`config.mk`:
```
export PLATFORM = sky130hd
export DESIGN_NAME = dispense_sequence_controller
export DESIGN_NICKNAME = d
export VERILOG_FILES = /design/src/design/dsc_pkg.sv /design/src/design/dsc_core.sv /design/src/design/dispense_sequence_controller.sv
export VERILOG_INCLUDE_DIRS = /design/src /design/src/design
export SDC_FILE = /design/constraint.sdc
export NUM_CORES = 1
export LEC_CHECK = 0
export ABC_CLOCK_PERIOD_IN_PS = 6050
export BUFFER_PORTS_ARGS = -buffer_cell sky130_fd_sc_hd__buf_2
export CORE_UTILIZATION = 30
export CTS_CLUSTER_DIAMETER = 80
export CTS_CLUSTER_SIZE = 28
export DETAILED_ROUTE_END_ITERATION = 10
export PLACE_DENSITY_LB_ADDON = 0.05
export SETUP_SLACK_MARGIN = 0.05
export SLEW_MARGIN = 10
export SYNTH_ARGS = -nofsm -noshare
export SYNTH_HDL_FRONTEND = slang
export SYNTH_HIERARCHICAL = 1
export SYNTH_SLANG_ARGS = --single-unit
```
`constraint.sdc`:
```
create_clock -name clk -period 6.05 [get_ports clk]
set_clock_uncertainty 0.15 [all_clocks]
set_input_delay 0.9075 -clock clk [delete_from_list [all_inputs] [get_ports clk]]
set_output_delay 0.9075 -clock clk [all_outputs]
set_load 0.1 [all_outputs]
```
`src/design/assert_macros.svh`:
```
// Assertion macros shared by the dispense sequencer RTL.
// Expects clk and arst_n in the scope of every use.
`ifndef ASSERT_MACROS_SVH
`define ASSERT_MACROS_SVH

// Implication checked on each rising clock edge, off while reset is asserted.
`define DSC_ASSERT(label, prop, msg) \
	label: assert property (@(posedge clk) disable iff (!arst_n) prop) else $error(msg);

// Plain condition checked on each rising clock edge, off while reset is asserted.
`define DSC_CHECK(label, cond, msg) \
	label: assert property (@(posedge clk) disable iff (!arst_n) (cond)) else $error(msg);

`endif

```
`src/design/dsc_pkg.sv`:
```
// Types and codes of the dispense sequencer. Used by dsc_core,
// dispense_sequence_controller and the sim benches; depends on nothing.
`default_nettype none

package dsc_pkg;

	localparam int unsigned CFG_IDX_W = 3;
	localparam int unsigned CFG_DATA_W = 32;

	localparam logic [CFG_IDX_W-1:0] REG_SOUND_ENABLED     = 3'd0;
	localparam logic [CFG_IDX_W-1:0] REG_PRESENCE_REQUIRED = 3'd1;
	localparam logic [CFG_IDX_W-1:0] REG_MAX_WAIT_MS       = 3'd2;
	localparam logic [CFG_IDX_W-1:0] REG_DISPENSE_MS       = 3'd3;
	localparam logic [CFG_IDX_W-1:0] REG_TARGET_SLOT       = 3'd4;

	localparam logic [1:0] ACT_TICK   = 2'd0;
	localparam logic [1:0] ACT_START  = 2'd1;
	localparam logic [1:0] ACT_MANUAL = 2'd2;
	localparam logic [1:0] ACT_CANCEL = 2'd3;

	localparam logic [2:0] PH_IDLE     = 3'd0;
	localparam logic [2:0] PH_ALERT    = 3'd1;
	localparam logic [2:0] PH_WAIT     = 3'd2;
	localparam logic [2:0] PH_MOVE     = 3'd3;
	localparam logic [2:0] PH_DISPENSE = 3'd4;
	localparam logic [2:0] PH_RETURN   = 3'd5;
	localparam logic [2:0] PH_COMPLETE = 3'd6;
	localparam logic [2:0] PH_ERROR    = 3'd7;

	localparam logic [1:0] ERR_NONE      = 2'd0;
	localparam logic [1:0] ERR_TIMEOUT   = 2'd1;
	localparam logic [1:0] ERR_CANCELLED = 2'd2;

	typedef struct packed {
		logic        sound_enabled;
		logic        presence_required;
		logic [31:0] max_wait_ms;
		logic [31:0] dispense_ms;
		logic [2:0]  target_slot;
	} cfg_t;

	typedef struct packed {
		logic [1:0]  action;
		logic [31:0] now_ms;
		logic        presence;
		logic        motor_busy;
		logic [2:0]  current_slot;
	} item_t;

	typedef struct packed {
		logic [2:0] phase;
		logic       start_accepted;
		logic       move_request;
		logic [2:0] move_target;
		logic       stop_motor;
		logic       play_alert;
		logic       finished_ok;
		logic       finished_error;
		logic [1:0] error_code;
		logic       busy_res;
	} result_t;

endpackage

`default_nettype wire

```
`src/design/dsc_core.sv`:
```
// Phase machine of the dispense sequencer: holds the phase, the phase entry
// time and the busy and skip-presence flags, and forms one result per request.
// Depends on dsc_pkg and assert_macros.svh.
`default_nettype none

module dsc_core #(
	parameter int unsigned NUM_SLOTS
) (
	input  wire                clk,
	input  wire                arst_n,
	input  wire                commit,
	input  dsc_pkg::item_t     item,
	input  dsc_pkg::cfg_t      cfg,
	output dsc_pkg::result_t   res
);

	`include "assert_macros.svh"

	logic [2:0]  phase_q;
	logic [31:0] entry_q;
	logic        busy_q;
	logic        skip_q;

	logic [2:0]  phase_d;
	logic        busy_d;
	logic        skip_d;

	logic [7:0][2:0] next_tab;
	logic [2:0]      next_slot;

	for (genvar g = 0; g < 8; g++) begin : g_next
		localparam int unsigned NXT = ((g + 1) % NUM_SLOTS) & 7;
		assign next_tab[g] = NXT[2:0];
	end

	assign next_slot = next_tab[cfg.target_slot];

	always_comb begin
		logic [31:0] elapsed;
		logic        need_presence;
		logic        need_start;
		logic        manual;

		elapsed = item.now_ms - entry_q;
		need_presence = cfg.presence_required && !skip_q;
		manual = (item.action == dsc_pkg::ACT_MANUAL);
		need_start = cfg.presence_required && !manual;

		phase_d = phase_q;
		busy_d = busy_q;
		skip_d = skip_q;
		res = '0;

		case (item.action) inside
			dsc_pkg::ACT_START, dsc_pkg::ACT_MANUAL: begin
				if (!busy_q) begin
					res.start_accepted = 1'b1;
					busy_d = 1'b1;
					skip_d = manual;
					if (cfg.sound_enabled) begin
						phase_d = dsc_pkg::PH_ALERT;
					end else if (need_start) begin
						phase_d = dsc_pkg::PH_WAIT;
					end else begin
						phase_d = dsc_pkg::PH_MOVE;
					end
				end
			end
			dsc_pkg::ACT_CANCEL: begin
				res.stop_motor = 1'b1;
				busy_d = 1'b0;
				phase_d = dsc_pkg::PH_ERROR;
				res.finished_error = 1'b1;
				res.error_code = dsc_pkg::ERR_CANCELLED;
			end
			default: begin
				unique case (phase_q) inside
					dsc_pkg::PH_ALERT: begin
						res.play_alert = 1'b1;
						phase_d = need_presence ? dsc_pkg::PH_WAIT : dsc_pkg::PH_MOVE;
					end
					dsc_pkg::PH_WAIT: begin
						if (item.presence) begin
							phase_d = dsc_pkg::PH_MOVE;
						end else if (elapsed > cfg.max_wait_ms) begin
							busy_d = 1'b0;
							phase_d = dsc_pkg::PH_ERROR;
							res.finished_error = 1'b1;
							res.error_code = dsc_pkg::ERR_TIMEOUT;
						end
					end
					dsc_pkg::PH_MOVE: begin
						if (!item.motor_busy) begin
							if (item.current_slot == cfg.target_slot) begin
								phase_d = dsc_pkg::PH_DISPENSE;
							end else begin
								res.move_request = 1'b1;
								res.move_target = cfg.target_slot;
							end
						end
					end
					dsc_pkg::PH_DISPENSE: begin
						if (elapsed >= cfg.dispense_ms) begin
							phase_d = dsc_pkg::PH_RETURN;
						end
					end
					dsc_pkg::PH_RETURN: begin
						if (!item.motor_busy) begin
							if (item.current_slot == next_slot) begin
								busy_d = 1'b0;
								phase_d = dsc_pkg::PH_COMPLETE;
								res.finished_ok = 1'b1;
							end else begin
								res.move_request = 1'b1;
								res.move_target = next_slot;
							end
						end
					end
					dsc_pkg::PH_COMPLETE, dsc_pkg::PH_ERROR: begin
						phase_d = dsc_pkg::PH_IDLE;
					end
					default: begin
					end
				endcase
			end
		endcase

		res.phase = phase_d;
		res.busy_res = busy_d;
	end

	always_ff @(posedge clk or negedge arst_n) begin
		if (!arst_n) begin
			phase_q <= dsc_pkg::PH_IDLE;
			entry_q <= '0;
			busy_q <= 1'b0;
			skip_q <= 1'b0;
		end else if (commit) begin
			phase_q <= phase_d;
			busy_q <= busy_d;
			skip_q <= skip_d;
			if (phase_d != phase_q) begin
				entry_q <= item.now_ms;
			end
		end
	end

	`DSC_ASSERT(a_cancel_to_error, commit && item.action == dsc_pkg::ACT_CANCEL |=> phase_q == dsc_pkg::PH_ERROR && !busy_q, "cancel did not end the sequence")
	`DSC_ASSERT(a_rest_not_busy, phase_q == dsc_pkg::PH_IDLE || phase_q == dsc_pkg::PH_COMPLETE || phase_q == dsc_pkg::PH_ERROR |-> !busy_q, "busy outside a running sequence")
	`DSC_ASSERT(a_entry_on_change, !$stable(entry_q) |-> !$stable(phase_q), "entry time moved without a phase change")

endmodule

`default_nettype wire

```
`src/design/dispense_sequence_controller.sv`:
```
// Top level of the dispense sequencer: configuration registers, request and
// result registers around the phase machine. Depends on dsc_pkg, dsc_core
// and assert_macros.svh.
//
//   channel   direction  handshake            payload
//   request   in         in_valid / in_stall  action now_ms presence motor_busy current_slot
//   result    out        out_valid/out_stall  phase start_accepted move_request move_target
//                                             stop_motor play_alert finished_ok
//                                             finished_error error_code busy_res
//   config    in         cfg_we               cfg_index cfg_wdata
//
// One request per cycle unless in_stall; each result is registered from the input register.
// The phase machine updates as a request leaves the input register, so requests chain
// cycle to cycle with no gap.
// arst_n clears the phase machine and loads the register defaults.
// out_stall holds the result register; in_stall rises only while both registers are full.
`default_nettype none

module dispense_sequence_controller #(
	parameter int unsigned NUM_SLOTS = 8
) (
	input  wire                            clk,
	input  wire                            arst_n,
	input  wire                            in_valid,
	output logic                           in_stall,
	input  wire  [1:0]                     action,
	input  wire  [31:0]                    now_ms,
	input  wire                            presence,
	input  wire                            motor_busy,
	input  wire  [2:0]                     current_slot,
	output logic                           out_valid,
	input  wire                            out_stall,
	output logic [2:0]                     phase,
	output logic                           start_accepted,
	output logic                           move_request,
	output logic [2:0]                     move_target,
	output logic                           stop_motor,
	output logic                           play_alert,
	output logic                           finished_ok,
	output logic                           finished_error,
	output logic [1:0]                     error_code,
	output logic                           busy_res,
	input  wire                            cfg_we,
	input  wire  [dsc_pkg::CFG_IDX_W-1:0]  cfg_index,
	input  wire  [dsc_pkg::CFG_DATA_W-1:0] cfg_wdata
);

	`include "assert_macros.svh"

	dsc_pkg::cfg_t    cfg_q;
	dsc_pkg::item_t   item_s1;
	logic             valid_s1;
	dsc_pkg::result_t res_s2;
	logic             valid_s2;
	dsc_pkg::result_t res;
	logic             adv;
	logic [3:0]       pulses_s2;

	assign adv = !valid_s2 || !out_stall;
	assign in_stall = valid_s1 && !adv;

	always_ff @(posedge clk or negedge arst_n) begin
		if (!arst_n) begin
			cfg_q.sound_enabled <= 1'b1;
			cfg_q.presence_required <= 1'b1;
			cfg_q.max_wait_ms <= 32'd30000;
			cfg_q.dispense_ms <= 32'd5000;
			cfg_q.target_slot <= 3'd0;
		end else if (cfg_we) begin
			unique case (cfg_index)
				dsc_pkg::REG_SOUND_ENABLED:     cfg_q.sound_enabled <= cfg_wdata[0];
				dsc_pkg::REG_PRESENCE_REQUIRED: cfg_q.presence_required <= cfg_wdata[0];
				dsc_pkg::REG_MAX_WAIT_MS:       cfg_q.max_wait_ms <= cfg_wdata[31:0];
				dsc_pkg::REG_DISPENSE_MS:       cfg_q.dispense_ms <= cfg_wdata[31:0];
				dsc_pkg::REG_TARGET_SLOT:       cfg_q.target_slot <= cfg_wdata[2:0];
				default: begin
				end
			endcase
		end
	end

	always_ff @(posedge clk or negedge arst_n) begin
		if (!arst_n) begin
			valid_s1 <= 1'b0;
			valid_s2 <= 1'b0;
		end else begin
			if (!in_stall) begin
				valid_s1 <= in_valid;
			end
			if (adv) begin
				valid_s2 <= valid_s1;
			end
		end
	end

	always_ff @(posedge clk) begin
		if (in_valid && !in_stall) begin
			item_s1.action <= action;
			item_s1.now_ms <= now_ms;
			item_s1.presence <= presence;
			item_s1.motor_busy <= motor_busy;
			item_s1.current_slot <= current_slot;
		end
		if (valid_s1 && adv) begin
			res_s2 <= res;
		end
	end

	dsc_core #(
		.NUM_SLOTS(NUM_SLOTS)
	) u_core (
		.clk   (clk),
		.arst_n(arst_n),
		.commit(valid_s1 && adv),
		.item  (item_s1),
		.cfg   (cfg_q),
		.res   (res)
	);

	assign out_valid = valid_s2;
	assign phase = res_s2.phase;
	assign start_accepted = res_s2.start_accepted;
	assign move_request = res_s2.move_request;
	assign move_target = res_s2.move_target;
	assign stop_motor = res_s2.stop_motor;
	assign play_alert = res_s2.play_alert;
	assign finished_ok = res_s2.finished_ok;
	assign finished_error = res_s2.finished_error;
	assign error_code = res_s2.error_code;
	assign busy_res = res_s2.busy_res;

	assign pulses_s2 = {res_s2.start_accepted, res_s2.move_request,
		res_s2.finished_ok, res_s2.finished_error};

	`DSC_ASSERT(a_pulses_exclusive, valid_s2 |-> $onehot0(pulses_s2), "conflicting result pulses")
	`DSC_ASSERT(a_error_code_pair, valid_s2 |-> res_s2.finished_error == (res_s2.error_code != dsc_pkg::ERR_NONE), "error code without error end")

endmodule

`default_nettype wire

```
; Yosys cells after proc, flatten, opt, wreduce, memory -nomap -nowiden
; Memories as Yosys holds them, arrays and structs flattened.
; Index checks and enable logic that the tools add are counted.
[word_totals]
output_inout_bits = 17
n_memories = 1
elab_cells = 112
ff_bits = 162
inputBits = 79
romBits = 24
[memory_table]
columns = name, words, word_bits, read_ports, rd_ports_with_merged_regs, wr, line
row1 = (no name shown), 8, 3, 1, 0, 0, dsc_core.sv:36  ; assign next_slot = next_tab[cfg.target_slot];
[classes]
n_eq_ne = 17
muxes = 35
add_sub_neg = 1
n_reduce_logical = 25
bitwise_logic = 3
order_cmp = 3
[ops]
columns = operator, count
row1 = 3-bit 2-to-1 mux, 16
row2 = 32-bit >= comparator, 1
row3 = 32-bit > comparator, 1
row4 = 32-bit subtractor, 1
row5 = 3-bit one-hot mux with 6 select lines, 1
row6 = 4-bit 2-to-1 mux, 4
row7 = "3-bit equality test, second input constant", 5
row8 = "3-bit by 2-bit equality test with 1-bit output, second input constant", 4
row9 = 1-bit 2-to-1 mux, 12
row10 = 2-bit AND reduction, 6
row11 = 5-bit OR reduction, 2
row12 = 4-bit one-hot mux with 2 select lines, 1
row13 = "3-bit by 1-bit equality test with 1-bit output, second input constant", 2
row14 = 3-bit equality test, 2
row15 = 1-bit logical NOT, 6
row16 = 1-bit logical AND, 5
row17 = "2-bit equality test, second input constant", 2
row18 = "3-bit by 4-bit less-than comparator with 1-bit output, second input constant", 1
row19 = 2-bit OR reduction, 2
row20 = 3-bit logical NOT, 1
row21 = 3-bit != test, 1
row22 = 1-bit inverter, 3
row23 = 3-bit AND reduction, 1
row24 = 3-bit OR reduction, 1
row25 = 3 further kinds, 3

; Depth between registers and ports, before layout
; Gate-level depths: netlist of run 1.
[logic_depth]
ltp_word = 10
depth_mapped = 24
depth_no_buf = 23

; Cells and area by module
; The synthesis of run 1 kept the hierarchy.
[by_module_without_submodules]
columns = mod, instances, area_per_inst_um2, cells_per_inst, seq_area_each_um2
row1 = dsc_core, 1, 5422.7, 647, 925.9
row2 = dispense_sequence_controller, 1, 4508.1, 212, 3415.8

; Worst setup path before layout of run 1
; OpenSTA, ideal clock, no wires.
[synth_path]
kind = register to register
startpoint = register item_s1[6] (netlist bit)
endpoint = register u_core.entry_q[0]
path_stages_with_launch = 22
period_less_slack_ns = 5.170
required_time_ns = 5.775
setup_time_ns = 0.125
path_slack_ns = 0.880
t_arrival_ns = 4.895
path_buffers = 1
path_cell_list = edfxtp_1 ha_1 nor2b_1 o31ai_1 a31oi_4 o2bb2ai_2 a41oi_2 o31ai_4 a2111oi_1 or4b_1 nand3_1 ha_1 nand4_1 nor4_2 nand2_1 or3_1 o21a_2 a21oi_4 o21ai_2 o21ai_4 buf_12 mux2_4
[synth_between]
elab_chain_cells = 9
elab_cells_between_ends = 11
cone_classes = add/sub: 1 / order compare: 2 / eq/ne: 1 / mux: 6 / reduce/logical: 1
[synth_rtl]
columns = element, line
row1 = from (decl), dispense_sequence_controller.sv:51  ; dsc_pkg::item_t item_s1;
row2 = 32-bit subtractor *, dsc_core.sv:44  ; elapsed = item.now_ms - entry_q;
row3 = 32-bit > comparator, dsc_core.sv:85  ; end else if (elapsed > cfg.max_wait_ms) begin
row4 = 3-bit 2-to-1 mux, dsc_core.sv:85
row5 = 3-bit 2-to-1 mux, dsc_core.sv:83  ; if (item.presence) begin
row6 = 3-bit one-hot mux with 6 select lines *, dsc_core.sv:77  ; unique case (phase_q) inside
row7 = 3-bit 2-to-1 mux * (2 in series), dsc_core.sv:54  ; case (item.action) inside
row8 = 3-bit != test *, dsc_core.sv:142  ; if (phase_d != phase_q) begin
row9 = 2-bit AND reduction (no line) *, -
row10 = to (signal assigned), dsc_core.sv:143  ; entry_q <= item.now_ms;
row11 = to (decl), dsc_core.sv:20  ; logic [31:0] entry_q;
; Mark *: on every way between the ends. The rest lies on a longest branch, timed or not.
; A chain may end at the register's enable or synchronous reset.

; Worst setup path in the final report of run 1
[layout_path]
startpoint = register item_s1[5] (netlist bit)
endpoint = register u_core.entry_q[14]
; Same word-level chain as after synthesis.

==> results.md, run 1 <==
- Area of the mapped netlist: between 9000 and 10000 um2
- Max frequency: 0.177 GHz
- Final setup violating endpoints: 0
- Number of buffers inserted during clock tree synthesis: 17
- Pin count of the biggest net entering global routing: 66
- R2r endpoint: u_core/entry_q[14]$_DFFE_PN0P_
- Most frequent cells in the layout: inv_1, ha_1, dfrtp_1, buf_2, mux2_4
- Hold path cells: 1
- Post-detailed-route count of antenna-violating nets: 0
- Hold endpoint: out_valid$_DFFE_PN0P_
- Total buffers and inverters traversed by the critical path: 3
- Tightest Pin Transition: 0.928 ns
- Count of maximum capacitance violations: 0
- Die H: approximately 180 um
- First-pass detailed-route iteration total: 4
- First-pass GRT wire length: 37.5 mm
- Headroom to the max-slew limit: between 30% and 40%
- Hold Crit Start: valid_s1$_DFFE_PN0N_
- Total detailed-routing wirelength: ~24 mm
- Leakage power total: ~0.0053 uW
- Synthesized netlist cell count: between 800 and 900
- Worst vdd rail ir drop: 0.238 mV
- Number of buffers inserted by post-CTS setup repair: 0
- Die Width: 184 um
- DRC violations left: 0
- Synth async-reset ratio: 66.7%
- Floorplan die area: about 34000 um2
- Half-perimeter wire length of the detailed placement result: 17.6 mm
- Post-synthesis to final-layout area growth: 15.2%
- Number of nets in the layout: approximately 1100
- Clock-pin slew on the worst setup and hold paths: roughly 0.07 ns
- Initial core utilization: 30.5%
- Worst-skew pair later-pin latency: approximately 0.45 ns
- Share of synthesized area occupied by flip-flops and latches: a little over two fifths
- Power density over the cells: between 500 and 600 nW/um2
- Mean instance size in the synthesized netlist: about 12 um2
- Number of cell instances on the worst register-to-register path: 24
- All-Layer GR Usage: about 15%
- Hold Vio Cnt, Final: 0
- Sequence of cells on the critical path: inv_1 -> ha_1 -> inv_1 -> fa_1 -> a21o_1 -> a21oi_2 -> nor3b_1 -> or3_1 -> a31oi_2 -> o21bai_1 -> a21oi_1 -> o21ai_1 -> xnor2_1 -> ha_1 -> nand4_1 -> nor4_2 -> nand2_1 -> or3_1 -> o21a_2 -> a21oi_4 -> o21ai_2 -> o21ai_4 -> buf_12 -> mux2_1
- Longest individual stage delay on the worst path: between 0.4 and 0.5 ns
- Unique masters post-synth: 78
- Worst Setup End Kind: flop
- CP Launch Type: flop
- Count of routing violations after the opening detailed-route iteration: 365
- Crit path max fanout: 23
- Fraction of layout cells with a size suffix above 1: between 20% and 30%
- Status: finished clean
- Number of global-route vias before repair: 6636
- H-Tree Level Count: 4
- Synth Net Count: between 1000 and 1500
- Clock root buffer: clkbuf_16
- Most frequently used flop master after synthesis: dfrtp_1
- Std-Cell Rows: 66
- Filler Cell Count: 3309
- Number of antenna violations at the first check in global routing: 0
- Most common library cell in the layout ignoring fill and taps: inv_1
- Flops & latches, synth: roughly 160
- Number of buffers inserted by port buffering: 95
- Routability-driven placement congestion ratio: ~0.82
- Overall overflow remaining after global route: 0
- Number of warnings issued by yosys: 6
- Startpoint of the worst-slack reg-to-reg timing path: item_s1[5]$_DFFE_PP_
- Worst min-delay path category: reg -> reg
- Via count: 6507
- WL per Instance: 16.6 um
- EDFF count, synth: 54
- Total area of multi-input combinational cells: ~5000 um2
- Setup slack of the most critical reg-to-reg path: 0.39 ns
- Setup repair after global routing missed its margin: no
- Aggregate negative setup slack: 0 ns
- Required time of the critical path: 6.23 ns
- Classification of the worst setup path: reg -> reg
- Post-CTS Hold Buffers: 0
- Std-Cell Core Area: about 33000 um2
- Max Transition Viols Final: 0
- Clock tree from TritonCTS: yes
- Post-cts gate resize count: 0
- Overall Power: roughly 6000 uW
- CP delay by family, top: compound AO/OA/AOI/OAI gates
- Sinks on Clock Net: between 150 and 200
- Post-route non-filler standard cell count: 1416
- Number of ports placed on the die boundary: 96
- Time the worst path needs with I/O delays and setup: ~5.7 ns
- Standard cell with the maximum stage delay on the critical path: or3_1
- Sequential cell area: approximately 4300 um2
- Post-Place Cells: around 1400
- Mean number of vias per cell: around 4.6
- Arrival time of the worst setup path: roughly 5.8 ns
- Number of buffers on the longest clock path: 2
- Ant diodes: 0
- Final worst path period share: 93.6%
-- worst reg2reg max path: stages (launching register included) --
cell	delay, ns
edfxtp_1	0.40
inv_1	0.07
ha_1	0.17
inv_1	0.06
fa_1	0.39
a21o_1	0.19
a21oi_2	0.20
nor3b_1	0.12
or3_1	0.42
a31oi_2	0.23
o21bai_1	0.09
a21oi_1	0.21
o21ai_1	0.12
xnor2_1	0.19
ha_1	0.32
nand4_1	0.11
nor4_2	0.34
nand2_1	0.15
or3_1	0.36
o21a_2	0.17
a21oi_4	0.19
o21ai_2	0.10
o21ai_4	0.18
buf_12	0.22
mux2_1	0.38
-- metal layers --
metal	global-route usage [%]	share of wire, %	up-vias
met5	0	0	-
met2	22.4	44	108
met1	20.6	52	3103
met4	5.17	1.4	0
li1	-	-	3277
met3	2.73	2.8	19
-- logic make-up after synthesis --
kind of cell,count (synthesis),share of synthesized area (%)
adder cells (fa/ha/maj),102,12.9
buffers and inverters,135,6.49
flip-flops,162,43.7
XOR/XNOR,36,3.17
AND/OR/NAND/NOR,151,8.01
AO/OA/AOI/OAI,169,11.6
multiplexers,104,14.0
-- stage by stage --
stage | area (um2) | util (%) | setup WS (ns) | hold WS [ns]
2_1_floorplan | 9930 | - | 0.880 | 0.292
3_3_place_gp | 10800 | 33.3 | 0.404 | 0.321
3_5_place_dp | 10800 | 33.3 | 0.212 | 0.324
4_1_cts | 11400 | 35.1 | 0.154 | 0.343
5_1_grt | 11400 | 35.2 | 0.0867 | 0.368
6_report | 11400 | 35.2 | 0.390 | 0.331
-- worst max path at each step --
stage	start	end	slack [ns]	depth (start not counted)
after floorplan	item_s1[6]$_DFFE_PP_	u_core/entry_q[0]$_DFFE_PN0P_	0.88	21
after global placement	item_s1[5]$_DFFE_PP_	u_core/entry_q[14]$_DFFE_PN0P_	0.40	24
after detailed placement	item_s1[5]$_DFFE_PP_	u_core/entry_q[14]$_DFFE_PN0P_	0.21	24
after CTS	item_s1[5]$_DFFE_PP_	u_core/entry_q[14]$_DFFE_PN0P_	0.15	24
after global routing	item_s1[5]$_DFFE_PP_	u_core/entry_q[14]$_DFFE_PN0P_	0.09	24
final	item_s1[5]$_DFFE_PP_	u_core/entry_q[14]$_DFFE_PN0P_	0.39	24
-- state kept, by name, indices dropped and copies added, names as in the netlist, 2 cells and up --
name,cells
error_code,2
phase,3
u_core/entry_q,32
move_target,3
u_core/phase_q,3
cfg_q,69
item_s1,39
-- synthesized netlist by cell type, drive strengths merged (16+ instances only) --
master,number,area (um2)
a21oi,60,312
nand3,17,85.1
o21ai,29,160
a21o,16,120
inv,116,435
ha,101,1260
nor2,37,139
edfxtp,54,1620
mux2,102,1370
dfrtp,94,2350
nand2,34,128
xnor2,23,201
-- area by class of cell --
class                   count  share of cell area (%)
multi-input cells         562                    43.6
flip-flops and latches    162                    37.9
well taps                 442                    4.83
repair buffers            102                    4.75
clock buffers              18                    3.84
inverters                 116                    3.81
clock inverters            14                    1.26
-- power by group --
group / internal, uW / switching [uW]
Clock: 590 / 504
Combinational: 1430 / 1840
Sequential: 1420 / 173
Note: power is estimated with default switching activity, not from simulation.
==> run 2: changes to the inputs <==
ABC_CLOCK_PERIOD_IN_PS = 6800   (was 6050)
clock period = 6.8 ns   (was 6.05 ns; I/O delays follow)
==> run 2 against run 1 <==
  * Global-route usage rose by 0.57 points
  * Critical path depth down 3
  * Wire length grew 1.7%
  * Die area is the same
  * Worst setup slack better by 0.19 ns
  * Design area hardly changed
  * Count of clock-buffer cells in the layout up 3
==> results.md, run 2 (same netlist as run 1, synthesis figures left out) <==
- Number of antenna violations at the first check in global routing: 0 (unchanged)
- Clock tree from TritonCTS: yes
- Number of cell instances on the worst register-to-register path: 21 (-13%)
- Most frequent cells in the layout: inv_1, ha_1, dfrtp_1, buf_2, mux2_4
- Aggregate negative setup slack: 0 ns (unchanged)
- WL per Instance: 16.9 um (+1.8%)
- Count of maximum capacitance violations: 0 (unchanged)
- Post-detailed-route count of antenna-violating nets: 0 (unchanged)
- Tightest Pin Transition: 0.900 ns (-0.0280 ns)
- Clock-pin slew on the worst setup and hold paths: 0.07 ns (about the same)
- Via count: 6619 (+1.7%)
- Setup slack of the most critical reg-to-reg path: 0.58 ns (+0.19 ns)
- Half-perimeter wire length of the detailed placement result: 17.6 mm (+0.14%)
- Leakage power total: 0.00530 uW (+0.37%)
- Max Transition Viols Final: 0 (unchanged)
- Number of buffers inserted during clock tree synthesis: 17 (unchanged)
- Total detailed-routing wirelength: 24.0 mm (+1.7%)
- Post-cts gate resize count: 0 (unchanged)
- Time the worst path needs with I/O delays and setup: 6.22 ns (+0.560 ns)
- Number of nets in the layout: 1140 (-0.18%)
- Final worst path period share: 91.5% (-2.1 points)
- Status: finished clean
- Worst-skew pair later-pin latency: 0.45 ns (about the same)
- Net switching share of the total power: 41.3% (-1.0 points)
- Worst min-delay path category: reg -> reg
- Overall overflow remaining after global route: 0 (unchanged)
- All-Layer GR Usage: 15.3% (+0.57 points)
- Headroom to the max-slew limit: 40.0% (+1.9 points)
- Setup repair after global routing missed its margin: no
- Most common library cell in the layout ignoring fill and taps: inv_1
- Post-synthesis to final-layout area growth: 15.3% (about the same)
- Hold endpoint: u_core/entry_q[13]$_DFFE_PN0P_
- Pin count of the biggest net entering global routing: 64 (-3.0%)
- Mean number of vias per cell: 4.68 (+1.9%)
- Hold Vio Cnt, Final: 0 (unchanged)
- Max frequency: 0.161 GHz (-9.0%)
- Number of buffers inserted by post-CTS setup repair: 0 (unchanged)
- Biggest registers after layout: cfg_q x69, item_s1 x39, u_core/entry_q x32
- First-pass GRT wire length: 38.7 mm (+3.2%)
- Power density over the cells: 469 nW/um2 (-9.8%)
- Classification of the worst setup path: reg -> reg
- Clock network fraction of total power: 19.8% (+1.4 points)
- CP Launch Type: flop
- Number of ports placed on the die boundary: 96 (unchanged)
- Sequential share of power: 26.3% (-0.4 points)
- Post-CTS Hold Buffers: 0 (unchanged)
- Number of buffers inserted by port buffering: 95 (unchanged)
- Final setup violating endpoints: 0 (unchanged)
- DRC violations left: 0 (unchanged)
- Number of global-route vias before repair: 6778 (+2.1%)
- Number of flip-flops in the largest register: 69 (unchanged)
- Routability-driven placement congestion ratio: 0.773 (-5.3%)
- Number of buffers on the longest clock path: 2 (unchanged)
- Worst Setup End Kind: flop
- Ant diodes: 0 (unchanged)
- Switching power summed over all nets: 2220 uW (-12%)
- Std-Cell Rows: 66 (unchanged)
- Sinks on Clock Net: 162 (unchanged)
- R2r endpoint: u_core/entry_q[14]$_DFFE_PN0P_
- Crit path max fanout: 24 (+4.3%)
- Clock root buffer: clkbuf_16
- Internal: 3160 uW (-8.1%)
- Arrival time of the worst setup path: 6.40 ns (+0.56 ns)
- Fraction of layout cells with a size suffix above 1: 27.2% (-0.87 points)
- Register name with the most flops: cfg_q
- Std-Cell Core Area: 32500 um2 (unchanged)
- Portion of total power attributed to combinational logic: 53.9% (-1.0 points)
- Required time of the critical path: 6.98 ns (+0.75 ns)
- Die Width: 184 um (unchanged)
- Post-layout utilization of the core: 35.2% (about the same)
- Hold Crit Start: u_core/entry_q[13]$_DFFE_PN0P_
- Initial core utilization: 30.5% (unchanged)
- Floorplan die area: 33800 um2 (unchanged)
- Die H: 184 um (unchanged)
- First-pass detailed-route iteration total: 4 (unchanged)
- Hold path cells: 1 (unchanged)
- H-Tree Level Count: 4 (unchanged)
- Count of routing violations after the opening detailed-route iteration: 366 (+0.27%)
- Worst vdd rail ir drop: 0.217 mV (-8.8%)
- Startpoint of the worst-slack reg-to-reg timing path: item_s1[6]$_DFFE_PP_
[run 2: cell count changes in the layout (fill, tap and decap cells not counted), sizes merged]
cell / before / now
clkinv: 2 / 3
buf: 102 / 100
inv: 123 / 119
bufinv: 1 / 4
clkinvlp: 4 / 1
clkbuf: 18 / 21
[run 2: routing by layer]
layer / wire length (um) / share of wire (%) / track usage [%]
met1: 12200 / 51 / 21.2
met2: 10700 / 45 / 23.4
met3: 805 / 3.4 / 3.33
met4: 335 / 1.4 / 4.73
met5: 0 / 0 / 0
[run 2: final cells by class]
| class | count | area, um2 |
|---|---|---|
| clock inverters | 11 | 174 |
| repair buffers | 100 | 528 |
| inverters | 116 | 435 |
| well taps | 442 | 553 |
| flip-flops and latches | 162 | 4340 |
| multi-input cells | 562 | 4960 |
| clock buffers | 21 | 462 |
| fillers | 3343 | 21100 |
[run 2: power by group through the flow]
stage,clock (uW),combinational [uW],sequential (uW)
after detailed placement,0,2910,1430
after CTS,1110,2940,1420
final,1060,2900,1410
after global placement,0,2930,1440
after global routing,1140,3310,1450
after floorplan,0,2190,1460
[run 2: per-stage QoR]
stage               instance area [um2]  worst slack [ns]  hold WS (ns)  cells  power (uW)
floorplan                          9930              1.63         0.292    859        3650
global placement                  10800             0.771         0.323   1382        4370
detailed placement                10800             0.570         0.332   1382        4340
CTS                               11500             0.533         0.348   1414        5460
global route                      11500            0.0801         0.358   1414        5910
finish                            11500             0.580         0.343   1414        5370
[run 2: worst max-delay path by stage]
stage | cells past startpoint | from | endpoint
finish | 21 | item_s1[6]$_DFFE_PP_ | u_core/entry_q[14]$_DFFE_PN0P_
global route | 21 | item_s1[6]$_DFFE_PP_ | u_core/entry_q[14]$_DFFE_PN0P_
CTS | 21 | item_s1[6]$_DFFE_PP_ | u_core/entry_q[14]$_DFFE_PN0P_
detailed placement | 21 | item_s1[6]$_DFFE_PP_ | u_core/entry_q[14]$_DFFE_PN0P_
global placement | 21 | item_s1[6]$_DFFE_PP_ | u_core/entry_q[14]$_DFFE_PN0P_
floorplan | 21 | item_s1[6]$_DFFE_PP_ | u_core/entry_q[0]$_DFFE_PN0P_
[run 2: worst max-delay path, stage by stage (launching register included)]
cell	delay, ns
edfxtp_1	0.43
ha_1	0.31
nor2b_1	0.14
o31ai_1	0.58
a31oi_4	0.22
o2bb2ai_2	0.20
a41oi_2	0.30
o31ai_4	0.15
a2111oi_1	0.44
or4b_1	0.18
nand3_1	0.10
ha_1	0.32
nand4_1	0.14
nor4_2	0.34
nand2_1	0.16
or3_1	0.37
o21a_2	0.17
a21oi_4	0.19
o21ai_2	0.10
o21ai_4	0.44
buf_12	0.28
mux2_1	0.35
==> run 3: changes to the inputs <==
CAP_MARGIN = 25   (was unset)
SYNTH_HIERARCHICAL = unset   (was 1)
==> run 3 against run 2 <==
  * The flow now finishes with violations (design-rule violations)
  * Global-route usage fell by 0.49 points
  * Synthesized area fell by 5.2%
  * Flip-flop and latch count fell by 1
  * Power down 5.0%
  * Sequential share of layout area rose by 1.3 points
  * Die area shrank 5.2%
  * Wire length shrank 8.9%
  * Combinational power is 5% lower
  * Hold slack lost 0.024 ns
  * Critical path type unchanged
  * Critical endpoint is now u_core.entry_q[31]$_DFFE_PN0P_
  * Largest cell class unchanged
==> results.md, run 3 <==
- H-Tree Level Count: 4 (unchanged)
- Via count: 6484 (-2.0%)
- Most frequent cells in the layout: inv_1, ha_1, dfrtp_1, buf_2, nand2_1
- Number of buffers on the longest clock path: 2 (unchanged)
- Power density over the cells: 465 nW/um2 (-0.95%)
- Post-synthesis to final-layout area growth: 16.7%
- Violated checks: design-rule violations
- Routability-driven placement congestion ratio: 0.769 (-0.40%)
- Max Transition Viols Final: 0 (unchanged)
- Classification of the worst setup path: reg -> reg
- Std-Cell Rows: 64 (-3.0%)
- Time the worst path needs with I/O delays and setup: 6.22 ns (-0.00366 ns)
- Biggest registers after layout: cfg_q x69, item_s1 x39, u_core.entry_q x32
- CP Launch Type: flop
- Unique masters post-synth: 64 (-18%)
- Count of routing violations after the opening detailed-route iteration: 264 (-28%)
- Worst-skew pair later-pin latency: 0.44 ns (about the same)
- Floorplan die area: 32100 um2 (-5.2%)
- Hold Vio Cnt, Final: 0 (unchanged)
- Most common library cell in the layout ignoring fill and taps: inv_1
- Share of synthesized area occupied by flip-flops and latches: 45.8% (+2.1 points)
- Max frequency: 0.161 GHz (about the same)
- Mean instance size in the synthesized netlist: 10.7 um2 (-7.7%)
- Number of buffers inserted during clock tree synthesis: 17 (unchanged)
- Total detailed-routing wirelength: 21.8 mm (-8.9%)
- Post-layout utilization of the core: 35.7% (+0.53 points)
- Clock-pin slew on the worst setup and hold paths: 0.07 ns (about the same)
- DRC violations left: 10 (+10)
- Tightest Pin Transition: 0.679 ns (-0.221 ns)
- Post-detailed-route count of antenna-violating nets: 0 (unchanged)
- Crit path max fanout: 32 (+33%)
- Number of ports placed on the die boundary: 96 (unchanged)
- Std-Cell Core Area: 30700 um2 (-5.5%)
- Required time of the critical path: 6.96 ns (-0.02 ns)
- Post-cts gate resize count: 0 (unchanged)
- Number of buffers inserted by post-CTS setup repair: 0 (unchanged)
- Number of global-route vias before repair: 6619 (-2.3%)
- Number of warnings issued by yosys: 0 (-6)
- EDFF count, synth: 53 (-1.9%)
- Mean number of vias per cell: 4.65 (-0.63%)
- Final worst hold slack: 0.319 ns (-0.0239 ns)
- Area of the mapped netlist: 9410 um2 (-5.2%)
- Number of antenna violations at the first check in global routing: 0 (unchanged)
- First-pass detailed-route iteration total: 8 (+4)
- Cell type contributing the most total cell area after synthesis: dfrtp_1
- Pin count of the biggest net entering global routing: 73 (+14%)
- Ant diodes: 0 (unchanged)
- Setup repair after global routing missed its margin: no
- Leakage power total: 0.00492 uW (-7.2%)
- Post-route non-filler standard cell count: 1394 (-1.4%)
- Worst Setup End Kind: flop
- Aggregate negative setup slack: 0 ns (unchanged)
- Synth async-reset ratio: 67.1% (+0.41 points)
- Clock tree from TritonCTS: yes
- Fraction of post-synthesis cell area in the top cell type by area: 25.0% (+1.3 points)
- Synth Net Count: 1065 (+2.4%)
- Overall Power: 5110 uW (-5.0%)
- Half-perimeter wire length of the detailed placement result: 16.5 mm (-6.5%)
- Number of buffers inserted by port buffering: 95 (unchanged)
- Final setup violating endpoints: 0 (unchanged)
- Die Width: 179 um (-2.6%)
- Flops & latches, synth: 161 (-0.62%)
- Worst vdd rail ir drop: 0.180 mV (-17%)
- Die H: 179 um (-2.6%)
- Biggest area contributors in the synthesized netlist: dfrtp_1, edfxtp_1, ha_1
- Post-CTS Hold Buffers: 0 (unchanged)
- Arrival time of the worst setup path: 6.38 ns (-0.02 ns)
- Initial core utilization: 30.6% (+0.085 points)
- Worst min-delay path category: reg -> reg
- Synthesized netlist cell count: 882 (+2.7%)
- Count of maximum capacitance violations: 0 (unchanged)
- Register name with the most flops: cfg_q
- Clock root buffer: clkbuf_16
- Post-Place Cells: 1361 (-1.5%)
- Fraction of layout cells with a size suffix above 1: 22.6% (-4.5 points)
- Most used standard cells in the synthesized netlist: inv_1, ha_1, dfrtp_1
- WL per Instance: 15.7 um (-7.6%)
- Status: complete, but fails checks
- Count leader, synth: inv_1
- Number of flip-flops in the largest register: 69 (unchanged)
- Final worst path period share: 91.4% (about the same)
- Sinks on Clock Net: 161 (-0.62%)
- Headroom to the max-slew limit: 54.7% (+15 points)
- Overall overflow remaining after global route: 0 (unchanged)
- All-Layer GR Usage: 14.8% (-0.49 points)
- Number of nets in the layout: 1168 (+2.5%)
- Most frequently used flop master after synthesis: dfrtp_1
- First-pass GRT wire length: 35.9 mm (-7.4%)
## run 3: where the power goes
part	switching, uW	total (uW)	internal (uW)
clock network	424	970	546
registers	136	1390	1250
logic	1570	2750	1180
total	2130	5110	2980
## run 3: per-layer routing
layer | track usage (%) | vias to the layer above | routed length, um
met5 | 0 | - | 0
li1 | - | 3337 | -
met3 | 3.24 | 13 | 686
met4 | 3.40 | 0 | 181
met1 | 20.7 | 3055 | 11100
met2 | 23.0 | 79 | 9850
## run 3: stage by stage
| step | cell area, um2 | setup WS [ns] |
|---|---|---|
| after CTS | 11000 | 0.471 |
| after global routing | 11000 | 0.119 |
| after global placement | 10400 | 0.587 |
| final | 11000 | 0.584 |
| after floorplan | 9410 | 1.08 |
| after detailed placement | 10400 | 0.533 |
## run 3: cells by family (layout without fill, tap and decap cells)
family	Yosys count	count (layout)	share of synthesized area [%]
AOI/OAI and AO/OA	191	191	13.2
and+or+nand+nor	191	191	9.80
DFF	161	161	45.8
buffers and inverters	126	242	5.30
adders and majority gates	104	104	13.9
muxes	71	71	8.48
xor gates and xnor gates	38	38	3.54
## run 3: worst max-delay path: stages, from the launching register on
cell and delay (ns):
edfxtp_1 0.38, inv_1 0.07, ha_1 0.16, inv_1 0.05
fa_1 0.42, a211oi_1 0.22, nor2_1 0.14, o21a_1 0.24
o31a_1 0.37, a21o_1 0.23, a41oi_1 0.28, nand2b_1 0.08
a21oi_1 0.18, xnor2_1 0.12, ha_1 0.31, nand4_1 0.15
or4_4 0.57, o211ai_2 0.24, nor2_1 0.12, a221oi_4 0.40
and2b_1 0.18, o31ai_1 0.09, o31ai_4 0.28, buf_12 0.23
mux2_2 0.37
## run 3: layout make-up
cell class / instances / area (um2)
Tap cell: 396 / 495
Timing Repair Buffer: 103 / 576
Clock buffer: 18 / 429
Inverter: 107 / 402
Clock inverter: 14 / 155
Sequential cell: 161 / 4310
Fill cell: 3138 / 19800
Multi-Input combinational cell: 595 / 4620
## run 3: worst paths after layout
kind / endpoint / slack [ns] / cells past startpoint / from
setup / recovery: u_core.entry_q[31]$_DFFE_PN0P_ / 0.58 / 24 / item_s1[5]$_DFFE_PP_
min in group asynchronous: u_core.busy_q$_DFFE_PN0P_ / 0.38 / 1 / arst_n
hold reg to reg: out_valid$_DFFE_PN0N_ / 0.32 / 1 / valid_s1$_DFFE_PN0N_
hold / removal: out_valid$_DFFE_PN0N_ / 0.32 / 1 / valid_s1$_DFFE_PN0N_
max in group asynchronous: cfg_q[45]$_DFFE_PN1P_ / 5.19 / 2 / arst_n
setup reg to reg: u_core.entry_q[31]$_DFFE_PN0P_ / 0.58 / 24 / item_s1[5]$_DFFE_PP_
